`src/hw/rtl/tce_pkg.sv`:
```
package tce_pkg;

  localparam int VID_W   = 12;
  localparam int CFG_W   = 13;
  localparam int TOTAL_W = 40;
  localparam int KEPT_W  = 15;
  localparam logic [CFG_W-1:0] VCOUNT_RESET = 13'd4096;

  typedef enum logic [4:0] {
    ST_LOAD, ST_CLR,
    ST_DG_A, ST_DG_B, ST_DG_C, ST_DG_D,
    ST_OR_A, ST_OR_B, ST_OR_C, ST_OR_D, ST_OR_E, ST_OR_F,
    ST_PS_A, ST_PS_B,
    ST_SO_A, ST_SO_B, ST_SO_C,
    ST_FL_A, ST_FL_B, ST_FL_C, ST_FL_D,
    ST_CT_A, ST_CT_B, ST_CT_C, ST_CT_D, ST_CT_E, ST_CT_F,
    ST_MG_A, ST_MG_B, ST_DONE
  } state_t;

  typedef enum logic [4:0] {
    OP_LOAD, OP_CLR,
    OP_DG_A, OP_DG_B, OP_DG_C, OP_DG_D,
    OP_OR_A, OP_OR_B, OP_OR_C, OP_OR_D, OP_OR_E, OP_OR_F,
    OP_PS_A, OP_PS_B,
    OP_SO_A, OP_SO_B, OP_SO_C,
    OP_FL_A, OP_FL_B, OP_FL_C, OP_FL_D,
    OP_CT_A, OP_CT_B, OP_CT_C, OP_CT_D, OP_CT_E, OP_CT_F,
    OP_MG_A, OP_MG_B, OP_DONE
  } op_t;

  typedef struct packed {
    op_t  op;
    logic in_ready;
  } cmd_t;

  typedef struct packed {
    logic last_fire;
    logic sweep_last;
    logic idx_end;
    logic merge_go;
    logic out_free;
  } status_t;

endpackage

```
`src/hw/rtl/tce_ctrl.sv`:
```
module tce_ctrl
  import tce_pkg::*;
(
  input  logic    clk,
  input  logic    rst,
  input  status_t status,
  output cmd_t    cmd
);
  state_t state, state_next;

  always_ff @(posedge clk) begin
    if (rst) begin
      state <= ST_LOAD;
    end else begin
      state <= state_next;
    end
  end

  always_comb begin
    state_next = state;
    unique case (state)
      ST_LOAD: if (status.last_fire) state_next = ST_CLR;
      ST_CLR:  if (status.sweep_last) state_next = ST_DG_A;
      ST_DG_A: state_next = status.idx_end ? ST_OR_A : ST_DG_B;
      ST_DG_B: state_next = ST_DG_C;
      ST_DG_C: state_next = ST_DG_D;
      ST_DG_D: state_next = ST_DG_A;
      ST_OR_A: state_next = status.idx_end ? ST_PS_A : ST_OR_B;
      ST_OR_B: state_next = ST_OR_C;
      ST_OR_C: state_next = ST_OR_D;
      ST_OR_D: state_next = ST_OR_E;
      ST_OR_E: state_next = ST_OR_F;
      ST_OR_F: state_next = ST_OR_A;
      ST_PS_A: state_next = ST_PS_B;
      ST_PS_B: state_next = status.sweep_last ? ST_SO_A : ST_PS_A;
      ST_SO_A: state_next = status.idx_end ? ST_FL_A : ST_SO_B;
      ST_SO_B: state_next = ST_SO_C;
      ST_SO_C: state_next = ST_SO_A;
      ST_FL_A: state_next = status.idx_end ? ST_CT_A : ST_FL_B;
      ST_FL_B: state_next = ST_FL_C;
      ST_FL_C: state_next = ST_FL_D;
      ST_FL_D: state_next = ST_FL_A;
      ST_CT_A: state_next = status.idx_end ? ST_DONE : ST_CT_B;
      ST_CT_B: state_next = ST_CT_C;
      ST_CT_C: state_next = ST_CT_D;
      ST_CT_D: state_next = ST_CT_E;
      ST_CT_E: state_next = ST_CT_F;
      ST_CT_F: state_next = ST_MG_A;
      ST_MG_A: state_next = status.merge_go ? ST_MG_B : ST_CT_A;
      ST_MG_B: state_next = ST_MG_A;
      ST_DONE: if (status.out_free) state_next = ST_LOAD;
      default: state_next = ST_LOAD;
    endcase
  end

  always_comb begin
    cmd.in_ready = (state == ST_LOAD);
    unique case (state)
      ST_LOAD: cmd.op = OP_LOAD;
      ST_CLR:  cmd.op = OP_CLR;
      ST_DG_A: cmd.op = OP_DG_A;
      ST_DG_B: cmd.op = OP_DG_B;
      ST_DG_C: cmd.op = OP_DG_C;
      ST_DG_D: cmd.op = OP_DG_D;
      ST_OR_A: cmd.op = OP_OR_A;
      ST_OR_B: cmd.op = OP_OR_B;
      ST_OR_C: cmd.op = OP_OR_C;
      ST_OR_D: cmd.op = OP_OR_D;
      ST_OR_E: cmd.op = OP_OR_E;
      ST_OR_F: cmd.op = OP_OR_F;
      ST_PS_A: cmd.op = OP_PS_A;
      ST_PS_B: cmd.op = OP_PS_B;
      ST_SO_A: cmd.op = OP_SO_A;
      ST_SO_B: cmd.op = OP_SO_B;
      ST_SO_C: cmd.op = OP_SO_C;
      ST_FL_A: cmd.op = OP_FL_A;
      ST_FL_B: cmd.op = OP_FL_B;
      ST_FL_C: cmd.op = OP_FL_C;
      ST_FL_D: cmd.op = OP_FL_D;
      ST_CT_A: cmd.op = OP_CT_A;
      ST_CT_B: cmd.op = OP_CT_B;
      ST_CT_C: cmd.op = OP_CT_C;
      ST_CT_D: cmd.op = OP_CT_D;
      ST_CT_E: cmd.op = OP_CT_E;
      ST_CT_F: cmd.op = OP_CT_F;
      ST_MG_A: cmd.op = OP_MG_A;
      ST_MG_B: cmd.op = OP_MG_B;
      ST_DONE: cmd.op = OP_DONE;
      default: cmd.op = OP_LOAD;
    endcase
  end
endmodule

```
`config.mk`:
```
export PLATFORM = sky130hd
export DESIGN_NAME = tce_ctrl
export DESIGN_NICKNAME = d
export VERILOG_FILES = /design/src/hw/rtl/tce_pkg.sv /design/src/hw/rtl/tce_ctrl.sv
export SDC_FILE = /design/constraint.sdc
export NUM_CORES = 1
export LEC_CHECK = 0
export BUFFER_PORTS_ARGS = -buffer_cell sky130_fd_sc_hd__clkbuf_2
export CAP_MARGIN = 10
export CORE_UTILIZATION = 30
export DETAILED_ROUTE_END_ITERATION = 10
export PLACE_DENSITY = 0.51
export SLEW_MARGIN = 30
export SYNTH_ARGS = -nofsm -noshare
export SYNTH_HDL_FRONTEND = slang
export SYNTH_SLANG_ARGS = --single-unit
```
`constraint.sdc`:
```
create_clock -name clk -period 2.19 [get_ports clk]
set_input_delay 0.3285 -clock clk [delete_from_list [all_inputs] [get_ports clk]]
set_output_delay 0.3285 -clock clk [all_outputs]
set_load 0.1 [all_outputs]
```
==> run_results.csv <==
group,metric,value,unit
status,status,"completed",
worst_setup_path,crit_family,"flip-flops",
cts,cts_resized,0,
detailed_routing,vias,777,
timing,period_minus_slack,2.05,ns
die,dieArea,0.00268,mm^2
synthesis,synth_seq_cells,10,
worst_setup_path,crit_slowest_cell,"dfxtp_1",
pwr,p_int,465,uW
finish,regArea,200,um^2
detailed_routing,drt_pass1_iterations,5,
worst_setup_path,cp_max_fo,18,
pwr,swShare,0.501,
finish,fill_cells,249,
synthesis,synth.distinct_cells,44,
worst_setup_path,slowest_delay,0.49,ns
timing,skew,0.00131,ns
cts,cts_tree,"yes",
finish,stdcell_count,133,
detailed_routing,drcViolationCount,0,
place,dpl.cell_count,129,
pwr,combPwrFrac,0.515,
finish,fin_nets,113,
pwr,power_switching,466,uW
worst_setup_path,path_cells,"or2_4 -> nor4_4 -> clkbuf_2",
finish,drive_gt1_frac,0.219,
timing,slew_headroom,0.536,
cts,hold_buffers,0,
die,die_h,51.8,um
cts,clkSlewWorstSetupHoldPaths,0.07,ns
worst_hold_path,min_path_type,"in2reg",
die,die_x,51.8,um
cts,cts-root-buf,"clkbuf_4",
pwr,seq_power_share,0.305,
die,rows,17,
die,coreArea,0.00228,mm^2
synthesis,ys_warn_count,0,
synthesis,synth_edf_count,0,
synthesis,yosys.area.top_type_share,0.269,
finish,num_antenna_cells,0,
finish,fin_util,0.377,
cts,post_cts_buffers,0,
global_route,grt_pass1_vias,677,
detailed_routing,ant_nets,0,
global_route,grt_pass1_wl,2930,um
worst_setup_path,crit_path_end_kind,"output port",
detailed_routing,post_drt_via_cell_ratio,5.84,
synthesis,yosysSeqAreaShare,0.269,
synthesis,synth_top_cell_by_area,"dfxtp_1",
finish,multi_input_area,497,um^2
detailed_routing,first_iter_violations,41,
cts,cts-htree-levels,1,
global_route,grt-ovfl-total,0,
synthesis,syn_area,743,um^2
synthesis,netlist_top_cells_area,"dfxtp_1 27%, a21oi_1 6.1%, buf_2 4.7%, a31oi_1 3.4%, nand3b_1 3.0%",
pwr,power_frac_clock,0.181,
pwr,p_per_area,1080,mW/mm^2
worst_setup_path,required,1.86,ns
detailed_routing,wl_per_cell,13.1,um
pwr,vdd_drop_max,0.746,mV
cts,clk_latency,0.27,ns
timing,rsz0062_at_grt,"false",
worst_setup_path,critPathKind,"reg2out",
synthesis,syn_avg_cell_area,7.66,um^2
synthesis,netlist_instances,97,
timing,fin_crit_sh,0.938,
synthesis,synthTopCellsByCount,"10 x dfxtp_1, 9 x a21oi_1, 7 x buf_2",
cts,clock-sinks,10,
worst_setup_path,arrival,1.73,ns
synthesis,yosysMostFrequentCell,"dfxtp_1",
global_route,grt_antenna_before_repair,0,
detailed_routing,routed_wl,1740,um
place,numPortBuffers,12,
timing,worst_slew_pin_slew,0.695,ns
run,max_cap_viol_count,0,
worst_setup_path,path_buf_inv,1,
cts,cts_buffers,3,
die,pin_count,13,
cts,clk_path_buf_depth,2,
worst_setup_path,cp-start-kind,"flip-flop",
timing,clock.fmax,487,MHz
place,dpl.hpwl,1210,um
global_route,grt_max_degree,21,
synthesis,synth_ff_type,"dfxtp_1",
timing,tns,0,ns
finish,area_growth,15.5,%
timing,setup_viol,0,
global_route,track_usage,0.150,
timing,timing_hold_violations_final,0,
place,gp_congestion,0.813,
die,start_util,0.327,
synthesis,ys_async_sr_fraction,0,
synthesis,synth_fp_nets,104,
pwr,p_leak,0.320,nW
timing,final-max-slew-violation-count,0,
## worst register-to-register path, delay by kind of cell (launching register included)
kind	cells	cell delay, ns
compound gates	1	0.17
flops	1	0.67
simple gates	3	0.87
## power by group through the flow
stage | Combinational, mW | Sequential, mW | Clock (mW)
2_1_floorplan | 0.352 | 0.340 | 0
3_3_place_gp | 0.479 | 0.289 | 0
3_5_place_dp | 0.474 | 0.287 | 0
4_1_cts | 0.480 | 0.283 | 0.174
5_1_grt | 0.513 | 0.293 | 0.186
6_report | 0.479 | 0.284 | 0.168
## routing by layer
metal | GRT usage | vias to the layer above | part of all wire
li1 | - | 380 | -
met1 | 0.181 | 356 | 0.42
met2 | 0.229 | 39 | 0.48
met3 | 0.0643 | 2 | 0.094
met4 | 0.0631 | 0 | 0.0052
met5 | 0 | - | 0
## cells by family after synthesis
logic type / synth area share
and+or+nand+nor: 0.323
AOI/OAI and AO/OA: 0.298
buffers and inverters: 0.0825
DFF: 0.269
xor gates and xnor gates: 0.0118
muxes: 0.0152
## flip-flops by register name, indices dropped and copies added (netlist names)
register  flops
cmd           5
state         5
## per-stage QoR
| step | setup slack [ns] | hold slack, ns | area, um^2 | total power [mW] |
|---|---|---|---|---|
| finish | 0.135 | 0.349 | 858 | 0.931 |
| global route | 0.0501 | 0.361 | 858 | 0.991 |
| CTS | 0.134 | 0.347 | 858 | 0.937 |
| detailed placement | 0.444 | 0.633 | 822 | 0.760 |
| global placement | 0.429 | 0.629 | 822 | 0.767 |
| floorplan | 0.0699 | 0.568 | 758 | 0.692 |
## worst paths after layout
| kind | cells past startpoint | from | slack [ns] | to |
|---|---|---|---|---|
| worst max register to register | 4 | state[2]$_SDFFE_PP0N_ | 0.40 | cmd[1]$_DFF_P_ |
| worst max-delay path | 3 | state[2]$_SDFFE_PP0N_ | 0.14 | cmd[0] |
| worst min register to register | 2 | state[4]$_SDFFE_PP0N_ | 0.77 | cmd[5]$_SDFF_PN0_ |
| worst min-delay path | 2 | rst | 0.35 | state[0]$_SDFFE_PP0N_ |
## layout by cell type (no fill, tap or decap), types with 2 or more instances in the layout
cell type,instances
nand4_1,2
buf_4,2
nor3b_1,2
o21ai_0,3
o21a_1,2
dfxtp_1,10
nand3_1,2
or2b_1,2
clkbuf_2,12
inv_1,3
or3_1,2
nand2b_1,2
nor2b_1,2
nor3_1,2
clkbuf_4,3
nand3b_1,3
a31oi_1,4
a22o_1,2
nand2_1,4
o22ai_1,2
a22oi_1,2
a21oi_1,9
nor2_1,5
a311oi_1,2
## layout make-up
| class | count | area share |
|---|---|---|
| Multi-Input combinational cell | 73 | 0.579 |
| Clock buffer | 4 | 0.0423 |
| Tap cell | 28 | 0.0408 |
| Inverter | 4 | 0.0175 |
| Sequential cell | 10 | 0.233 |
| Timing Repair Buffer | 14 | 0.0875 |
Power figures use the tool's default switching activity.
